--- config.mk ---
export PLATFORM = sky130hd
export DESIGN_NAME = matrix4_multiply_accumulate
export DESIGN_NICKNAME = d
export VERILOG_FILES = /design/src/sv/mm4_pkg.sv /design/src/sv/matrix4_multiply_accumulate.sv /design/src/sv/mm4_ram.sv /design/src/sv/mm4_mac.sv /design/src/sv/mm4_seq.sv
export SDC_FILE = /design/constraint.sdc
export NUM_CORES = 2
export LEC_CHECK = 0
export BUFFER_PORTS_ARGS = -buffer_cell sky130_fd_sc_hd__buf_2
export CAP_MARGIN = 20
export CORE_MARGIN = 4
export CORE_UTILIZATION = 38
export CTS_CLUSTER_DIAMETER = 80
export DETAILED_ROUTE_END_ITERATION = 8
export GPL_ROUTABILITY_DRIVEN = 0
export PLACE_DENSITY = 0.58
export SYNTH_ARGS = -nofsm -noshare
export SYNTH_HDL_FRONTEND = slang
export SYNTH_SLANG_ARGS = --single-unit
--- constraint.sdc ---
create_clock -name clk -period 8.3 [get_ports clk]
set_clock_uncertainty 0.1 [all_clocks]
set_input_delay 1.66 -clock clk [delete_from_list [all_inputs] [get_ports clk]]
set_output_delay 1.66 -clock clk [all_outputs]
set_load 0.02 [all_outputs]
--- src/sv/mm4_pkg.sv ---
package mm4_pkg;

  localparam int DIM_DEF       = 4;
  localparam int FRAC_BITS_DEF = 16;
  localparam int VALUE_W       = 32;
  localparam int INDEX_W       = 2;

  localparam logic MODE_CUR = 1'b0;
  localparam logic MODE_OPR = 1'b1;

  typedef enum logic [2:0] {
    ST_IDLE,
    ST_LOAD,
    ST_ISSUE,
    ST_DRAIN1,
    ST_DRAIN2,
    ST_EMIT
  } mm4_state_t;

  typedef struct packed {
    logic load;
    logic issue;
    logic first;
    logic emit;
    logic last_elem;
    logic busy;
  } mm4_ctrl_t;

endpackage

--- src/sv/matrix4_multiply_accumulate.sv ---
// Element write: taken when not busy, busy stays low; the receiver cannot stall results.
// Commit (mode 1 with last): busy until the final result; each row copies DIM current
// elements into a row buffer, then for each product element issues DIM products,
// drains through DRAIN1 and DRAIN2 and emits the result in EMIT, row by row.
// Reset: synchronous; current matrix returns to identity, operand matrix is not cleared.
module matrix4_multiply_accumulate import mm4_pkg::*; #(
  parameter int DIM       = DIM_DEF,
  parameter int FRAC_BITS = FRAC_BITS_DEF
) (
  input  logic                      clk,
  input  logic                      rst,
  input  logic                      start,
  output logic                      busy,
  input  logic                      mode,
  input  logic [INDEX_W-1:0]        row,
  input  logic [INDEX_W-1:0]        col,
  input  logic signed [VALUE_W-1:0] value,
  input  logic                      last,
  output logic                      out_valid,
  output logic [INDEX_W-1:0]        out_row,
  output logic [INDEX_W-1:0]        out_col,
  output logic signed [VALUE_W-1:0] out_value,
  output logic                      out_last
);

  localparam int IW     = $clog2(DIM);
  localparam int CIDX_W = $clog2(DIM * DIM);
  localparam logic [VALUE_W-1:0] ONE = VALUE_W'(1) << FRAC_BITS;

  mm4_ctrl_t                 ctrl;
  logic [IW-1:0]             i, j, k;
  logic                      accept, in_range, commit;
  logic [CIDX_W-1:0]         wr_idx, cur_rd_idx, op_rd_idx, wb_idx;
  logic signed [VALUE_W-1:0] cur [DIM*DIM];
  logic signed [VALUE_W-1:0] rowbuf [DIM];
  logic signed [VALUE_W-1:0] op_rdata;
  logic signed [VALUE_W-1:0] sat_value;

  assign accept   = start && !busy;
  assign in_range = (int'(row) < DIM) && (int'(col) < DIM);
  assign commit   = accept && (mode == MODE_OPR) && last;

  assign wr_idx     = CIDX_W'(int'(row) * DIM + int'(col));
  assign cur_rd_idx = CIDX_W'(int'(i) * DIM + int'(k));
  assign op_rd_idx  = CIDX_W'(int'(k) * DIM + int'(j));
  assign wb_idx     = CIDX_W'(int'(i) * DIM + int'(j));

  mm4_seq #(.DIM(DIM)) u_seq (
    .clk    (clk),
    .rst    (rst),
    .commit (commit),
    .ctrl   (ctrl),
    .i      (i),
    .j      (j),
    .k      (k)
  );

  mm4_ram #(.WIDTH(VALUE_W), .DEPTH(DIM * DIM)) u_opr (
    .clk   (clk),
    .we    (accept && (mode == MODE_OPR) && in_range),
    .waddr (wr_idx),
    .wdata (value),
    .raddr (op_rd_idx),
    .rdata (op_rdata)
  );

  mm4_mac #(.DIM(DIM), .FRAC_BITS(FRAC_BITS)) u_mac (
    .clk       (clk),
    .rst       (rst),
    .issue     (ctrl.issue),
    .first     (ctrl.first),
    .a         (rowbuf[k]),
    .b         (op_rdata),
    .sat_value (sat_value)
  );

  // current matrix: input writes while idle, product write-back while committing
  always_ff @(posedge clk) begin
    if (rst) begin
      for (int r = 0; r < DIM; r++) begin
        for (int c = 0; c < DIM; c++) begin
          cur[r*DIM + c] <= (r == c) ? ONE : '0;
        end
      end
    end else if (accept && (mode == MODE_CUR) && in_range) begin
      cur[wr_idx] <= value;
    end else if (ctrl.emit) begin
      cur[wb_idx] <= sat_value;
    end
  end

  // hold row i so write-back of row i cannot disturb its own products
  always_ff @(posedge clk) begin
    if (ctrl.load) begin
      rowbuf[k] <= cur[cur_rd_idx];
    end
  end

  assign busy      = ctrl.busy;
  assign out_valid = ctrl.emit;
  assign out_row   = INDEX_W'(i);
  assign out_col   = INDEX_W'(j);
  assign out_value = sat_value;
  assign out_last  = ctrl.last_elem;

`ifndef SYNTHESIS
  a_valid_busy: assert property (@(posedge clk) disable iff (rst)
    out_valid |-> busy)
    else $error("result strobe outside a commit");

  a_commit_busy: assert property (@(posedge clk) disable iff (rst)
    (start && !busy && mode == MODE_OPR && last) |=> busy)
    else $error("commit did not start");

  a_last_idle: assert property (@(posedge clk) disable iff (rst)
    (out_valid && out_last) |=> !busy)
    else $error("still busy after final result");

  a_gap: assert property (@(posedge clk) disable iff (rst)
    (out_valid && !out_last) |=> (busy && !out_valid))
    else $error("results not separated by accumulate cycles");
`endif

endmodule

--- src/sv/mm4_ram.sv ---
module mm4_ram #(
  parameter int WIDTH = 32,
  parameter int DEPTH = 16
) (
  input  logic                     clk,
  input  logic                     we,
  input  logic [$clog2(DEPTH)-1:0] waddr,
  input  logic [WIDTH-1:0]         wdata,
  input  logic [$clog2(DEPTH)-1:0] raddr,
  output logic [WIDTH-1:0]         rdata
);

  logic [WIDTH-1:0] mem [DEPTH];

  always_ff @(posedge clk) begin
    if (we) begin
      mem[waddr] <= wdata;
    end
    rdata <= mem[raddr];
  end

endmodule

--- src/sv/mm4_mac.sv ---
module mm4_mac import mm4_pkg::*; #(
  parameter int DIM       = DIM_DEF,
  parameter int FRAC_BITS = FRAC_BITS_DEF
) (
  input  logic                      clk,
  input  logic                      rst,
  input  logic                      issue,
  input  logic                      first,
  input  logic signed [VALUE_W-1:0] a,
  input  logic signed [VALUE_W-1:0] b,
  output logic signed [VALUE_W-1:0] sat_value
);

  localparam int PROD_W = 2 * VALUE_W;
  localparam int ACC_W  = PROD_W - FRAC_BITS + $clog2(DIM);

  logic                      v1, f1, v2, f2;
  logic signed [VALUE_W-1:0] a_q;
  logic signed [PROD_W-1:0]  prod;
  logic signed [ACC_W-1:0]   acc;
  logic signed [ACC_W-1:0]   shifted;
  logic                      in_range;

  // b comes registered from the operand RAM after issue; register a to align with it
  always_ff @(posedge clk) begin
    if (rst) begin
      v1 <= 1'b0;
      v2 <= 1'b0;
    end else begin
      v1 <= issue;
      v2 <= v1;
    end
  end

  always_ff @(posedge clk) begin
    a_q  <= a;
    f1   <= first;
    f2   <= f1;
    prod <= a_q * b;
    if (v2) begin
      acc <= f2 ? shifted : acc + shifted;
    end
  end

  // arithmetic shift rounds toward minus infinity
  assign shifted  = ACC_W'(prod >>> FRAC_BITS);
  assign in_range = (&acc[ACC_W-1:VALUE_W-1]) | ~(|acc[ACC_W-1:VALUE_W-1]);

  always_comb begin
    if (in_range) begin
      sat_value = acc[VALUE_W-1:0];
    end else if (acc[ACC_W-1]) begin
      sat_value = {1'b1, {(VALUE_W-1){1'b0}}};
    end else begin
      sat_value = {1'b0, {(VALUE_W-1){1'b1}}};
    end
  end

endmodule

--- src/sv/mm4_seq.sv ---
module mm4_seq import mm4_pkg::*; #(
  parameter int DIM = DIM_DEF
) (
  input  logic                   clk,
  input  logic                   rst,
  input  logic                   commit,
  output mm4_ctrl_t              ctrl,
  output logic [$clog2(DIM)-1:0] i,
  output logic [$clog2(DIM)-1:0] j,
  output logic [$clog2(DIM)-1:0] k
);

  localparam int IW = $clog2(DIM);
  localparam logic [IW-1:0] KMAX = IW'(DIM - 1);

  mm4_state_t    state, state_next;
  logic [IW-1:0] i_next, j_next, k_next;

  always_ff @(posedge clk) begin
    if (rst) begin
      state <= ST_IDLE;
      i     <= '0;
      j     <= '0;
      k     <= '0;
    end else begin
      state <= state_next;
      i     <= i_next;
      j     <= j_next;
      k     <= k_next;
    end
  end

  always_comb begin
    state_next = state;
    case (state)
      ST_IDLE:   if (commit) state_next = ST_LOAD;
      ST_LOAD:   if (k == KMAX) state_next = ST_ISSUE;
      ST_ISSUE:  if (k == KMAX) state_next = ST_DRAIN1;
      ST_DRAIN1: state_next = ST_DRAIN2;
      ST_DRAIN2: state_next = ST_EMIT;
      ST_EMIT: begin
        if (j != KMAX) begin
          state_next = ST_ISSUE;
        end else if (i != KMAX) begin
          state_next = ST_LOAD;
        end else begin
          state_next = ST_IDLE;
        end
      end
      default:   state_next = ST_IDLE;
    endcase
  end

  always_comb begin
    i_next = i;
    j_next = j;
    k_next = k;
    case (state)
      ST_IDLE: begin
        i_next = '0;
        j_next = '0;
        k_next = '0;
      end
      ST_LOAD, ST_ISSUE: k_next = (k == KMAX) ? '0 : k + 1'b1;
      ST_EMIT: begin
        k_next = '0;
        j_next = (j == KMAX) ? '0 : j + 1'b1;
        if (j == KMAX) begin
          i_next = (i == KMAX) ? '0 : i + 1'b1;
        end
      end
      default: ;
    endcase
  end

  always_comb begin
    ctrl.load      = (state == ST_LOAD);
    ctrl.issue     = (state == ST_ISSUE);
    ctrl.first     = (state == ST_ISSUE) && (k == '0);
    ctrl.emit      = (state == ST_EMIT);
    ctrl.last_elem = (state == ST_EMIT) && (i == KMAX) && (j == KMAX);
    ctrl.busy      = (state != ST_IDLE);
  end

endmodule

Word level (Yosys, flattened, before mapping):

Memories as Yosys holds them, arrays and structs flattened. A register that Yosys moved wholly into a read port is not among the register bits.
Cells that the tools add are included.

* flip-flop bits (word level): 127
* memory bits (writable): 1152
* input port bits: 41
* output and inout bits: 39
* logic and storage cells: 95
* memories kept: 3

Memories
* cur: words 16, bits a word 32, rd ports 1, clocked after Yosys merged registers in 0, wr ports 16, line matrix4_multiply_accumulate.sv:34 `logic signed [VALUE_W-1:0] cur [DIM*DIM];`
* u_opr.mem: words 16, bits a word 32, rd ports 1, clocked after Yosys merged registers in 1, wr ports 1, line mm4_ram.sv:13 `logic [WIDTH-1:0] mem [DEPTH];`
* rowbuf: words 4, bits a word 32, rd ports 1, clocked after Yosys merged registers in 1, wr ports 1, line matrix4_multiply_accumulate.sv:35 `logic signed [VALUE_W-1:0] rowbuf [DIM];`

* add/subtract/negate cells: 8
* $mul: 1
* equality and inequality tests: 14
* muxes and demuxes: 35
* bitwise gates (word level): 3
* reduce and logical (&&, ||, !) cells: 21

Operator list (number)
* 32-bit 2-to-1 mux: 4
* 32-bit by 32-bit multiplier with 64-bit output: 1
* 32-bit OR reduction: 2
* 50-bit by 48-bit adder with 50-bit output: 1
* 50-bit 2-to-1 mux: 1
* 19-bit AND reduction: 1
* 19-bit OR reduction: 1
* 3-bit case mux with 6 select lines: 1
* 4-bit by 2-bit adder with 4-bit output: 4
* 1-bit 2-to-1 mux: 16
* 3-bit 2-to-1 mux: 4
* 2-bit case mux with 2 select lines: 3
* 2-bit 2-to-1 mux: 4
* 4-bit 2-to-1 mux: 2
* 2-bit inequality test, second input constant: 4
* 1-bit logical AND: 7
* 2-bit by 1-bit adder with 2-bit output, second input constant: 3
* 2-bit equality test, second input constant: 3
* 3-bit by 2-bit equality test with 1-bit output, second input constant: 2
* 3-bit equality test, second input constant: 2
* 2-bit by 1-bit inequality test with 1-bit output, second input constant: 2
* 2-bit nonzero test: 2
* 2-bit OR reduction: 2
* 3-bit by 1-bit equality test with 1-bit output, second input constant: 1
* 8 further kinds: 9

Longest topological paths before layout:

* word-level depth: 10
* depth in mapped cells: 28

Hierarchy:

From an unflattened synthesis, not the netlist that was laid out.

* cells, all modules: 7382
* area, all modules: 94035.2 um^2

Modules (own cells, without submodules)
* mm4_mac: instances 1, cells each 4431, area each 42076.6 um^2, sequential area each 3183.1 um^2
* matrix4_multiply_accumulate: instances 1, cells each 2047, area each 31544.0 um^2, sequential area each 19218.4 um^2
* mm4_ram: instances 1, cells each 838, area each 19854.0 um^2, sequential area each 16015.4 um^2
* mm4_seq: instances 1, cells each 66, area each 560.5 um^2, sequential area each 180.2 um^2

Worst setup path before layout:

No wires, ideal clock.

* kind: register -> register
* start: register u_mac.a_q[31], read port of rowbuf
* end: register u_mac.prod[61]
* arrival: 7427 ps
* data required time: 8083 ps
* setup slack: 657 ps
* cell stages (with the launch flop): 25
* period minus slack after synthesis: 7643 ps
* path through: dfxtp_1 -> clkbuf_1 -> nand2_1 -> inv_1 -> fa_1 -> fa_1 -> fa_1 -> fa_1 -> inv_1 -> fa_1 -> inv_1 -> fa_1 -> fa_1 -> fa_1 -> ha_1 -> a21oi_1 -> o21ai_0 -> a21o_1 -> a21oi_1 -> o21a_1 -> nand2_1 -> a211o_1 -> a31oi_1 -> nand2b_1 -> a21oi_1

* longest elaborated chain between the ends: 1

Ends and longest elaborated chain
* start, declared: line mm4_mac.sv:18 `logic signed [VALUE_W-1:0] a_q;`
* 32-bit by 32-bit multiplier with 64-bit output: line mm4_mac.sv:39 `prod <= a_q * b;`
* end signal, assigned: line mm4_mac.sv:39
* end, declared: line mm4_mac.sv:19 `logic signed [PROD_W-1:0] prod;`

Every way passes these cells.
A chain may end at the register's enable or synchronous reset.

Final worst setup path:

* start: register u_mac.a_q[23], read port of rowbuf
* end: register u_mac.prod[58]

Same word-level chain as after synthesis.

==> metrics.cfg <==
[status]
status = complete, no violations

[timing]
report.final.hold_viol_count = 0
setup_violations = 0
maxSlewViolCount = 0
period_share = 0.959
maxSlewHeadroom = 0.232
tightest_slew_ns = 1.13
tns_ns = 0
min_period_ns = 7.96
max_clock_freq_mhz = 126

[floorplanning]
initial_utilization = 0.383
die_w_um = 493
die-area_um2 = 244000
num_io_pins = 80
rows = 177
die_h_um = 493
core_area_um2 = 234000

[worst_setup_path]
worstPathArrival_ns = 8.55
critical_path_class = flop to flop
cp-end-kind = flop
crit_required_ns = 8.89
crit_path_start_kind = flop
crit_fanout = 9

[yosys]
postSynthCellCount = 6874
synthFlopType = edfxtp_1
synth-seq-cells = 1327
synth.cell_area_um2 = 89600
yosys_warnings = 0
synth_area_leaders = edfxtp_1 (40%), fa_1 (24%), mux4_2 (8.9%), inv_1 (4.1%), and2_1 (3.6%)
synth_async_sr_flop_share = 0
yosysTopAreaCell = edfxtp_1
syn_nets = 8232
synth_edf_count = 1202
yosysTopAreaCellShare = 0.403
yosysUniqueCellTypes = 86
ys_seq_area_frac = 0.431
avgSynthCellArea_um2 = 13.0

[clock_tree]
cts_setup_buffers = 0
numCtsBuffers = 142
insertion_delay_ns = 0.79
clockBufferDepth = 3
ctsResizeCount = 0
htreeDepth = 4
cts_hold_buf = 0
cts_root_buf = clkbuf_16
cts_tree = yes
clk_pin_slew_worst_paths_ns = 0.06
cts_sinks = 1327

[global_routing]
grt_overflow_total = 0
antenna_found_initial = 26
grt_pass1_vias = 57475
grt_pass1_wl_mm = 365
grt_max_degree = 102
grt_use_total = 0.199

[layout]
finalInstanceArea_um2 = 98700
drive_above_1_share = 0.132
final_net_count = 8234
seq_area_um2 = 38600
areaGrowthSynthToFinish_pct = 10.2
multiInputGateArea_um2 = 45900
fillers = 21310

[placement]
dp_hpwl_mm = 165
placed_area_um2 = 94100
io_buffers = 79

[drt]
ant_nets = 0
drt-vias-per-instance = 5.23
num_vias = 53038
dr.pass1.iters = 5
route.detailed.drc = 0
avgRoutedWirePerCell_um = 23.4
drtIter0Drc = 4520
finalWirelength_mm = 237

[job]
cap_violations = 0

[worst_hold_path]
hp-class = flop to flop

## logic make-up (layout without fill, tap and decap cells)
kind of cell,count (synthesis),in the layout,synth area share
buffers and inverters,1389,1503,0.0590
and+or+nand+nor,1946,1946,0.102
other,0,12,0
AOI/OAI and AO/OA,408,408,0.0300
DFF,1327,1327,0.431
xor gates and xnor gates,97,97,0.00949
muxes,390,390,0.0940
adders and majority gates,1317,1317,0.275
## cell type report
type,instances,area share
inverters,986,0.0375
multi-input cells,4158,0.465
repair buffers,261,0.0209
diodes,12,0.000304
flip-flops and latches,1327,0.391
well taps,3132,0.0397
clock buffers,190,0.0391
clock inverters,66,0.00610
## final timing paths
| check | end | cells after the start | startpoint | slack, ns |
|---|---|---|---|---|
| max | u_mac.prod[58] | 22 | u_mac.a_q[23] | 0.34 |
| min | u_mac.f2 | 0 | u_mac.f1 | 0.23 |
| max reg2reg | u_mac.prod[58] | 22 | u_mac.a_q[23] | 0.34 |
| min reg2reg | u_mac.f2 | 0 | u_mac.f1 | 0.23 |
## flip-flops by register name, indices dropped and copies added (netlist names), 2 cells and up
name         cells
cur            512
rowbuf         128
u_mac.a_q       32
u_mac.acc       50
u_mac.prod      48
u_opr.mem      512
u_opr.rdata     32
u_seq.i          2
u_seq.j          2
u_seq.k          2
u_seq.state      3
## layout by cell type, fill, tap and decap left out, types with 80 or more instances in the layout
| cell | synthesis | layout |
|---|---|---|
| fa_1 | 1082 | 1082 |
| edfxtp_1 | 1202 | 1202 |
| dfxtp_1 | 125 | 116 |
| buf_4 | 3 | 154 |
| mux4_2 | 352 | 352 |
| nor2_1 | 601 | 587 |
| ha_1 | 235 | 235 |
| buf_2 | 42 | 80 |
| a21o_1 | 83 | 83 |
| and2_1 | 517 | 513 |
| a21oi_1 | 105 | 104 |
| clkbuf_16 | 0 | 143 |
| inv_1 | 985 | 985 |
| o21ai_0 | 86 | 86 |
| nand2_1 | 620 | 620 |
## per-stage QoR
stage               hold slack, ns  utilization  std cells  setup slack (ns)
floorplan                    0.210            -       6874             0.657
CTS                          0.231        0.422      10117             0.184
global route                 0.235        0.422      10121           -0.0105
detailed placement           0.221        0.403       9861             0.283
global placement             0.218        0.403       9859             0.338
finish                       0.233        0.422      10132             0.340
## worst max-delay path: stages (launching register included)
cell and delay [ns]:
dfxtp_1 0.72, buf_4 0.26, nand2_1 0.07, fa_1 0.54
fa_1 0.44, fa_1 0.51, fa_1 0.55, inv_1 0.05
fa_1 0.48, fa_1 0.61, fa_1 0.46, fa_1 0.46
ha_1 0.38, a21o_1 0.19, a21o_1 0.17, a21oi_1 0.33
nand3_1 0.14, or2_2 0.33, nand3_1 0.18, nor2b_1 0.19
o21ai_1 0.15, a221o_1 0.38, a21oi_1 0.16
## Yosys cell counts (42+ instances only)
library cell,n
edfxtp_1,1202
fa_1,1082
inv_1,985
nand2_1,620
nor2_1,601
and2_1,517
mux4_2,352
clkbuf_1,320
ha_1,235
dfxtp_1,125
a21oi_1,105
o21ai_0,86
a21o_1,83
xnor2_1,58
buf_2,42
## layer usage
| layer | up-vias | global-route usage | routed length (um) |
|---|---|---|---|
| li1 | 22711 | - | - |
| met2 | 1744 | 0.336 | 117000 |
| met5 | - | 0 | 49 |
| met4 | 8 | 0.0440 | 4960 |
| met1 | 28266 | 0.270 | 99000 |
| met3 | 309 | 0.0344 | 16000 |
Power is left out: the tool's default activity adds up to more than one toggle a clock period on the data nets, which glitch-free logic cannot reach.
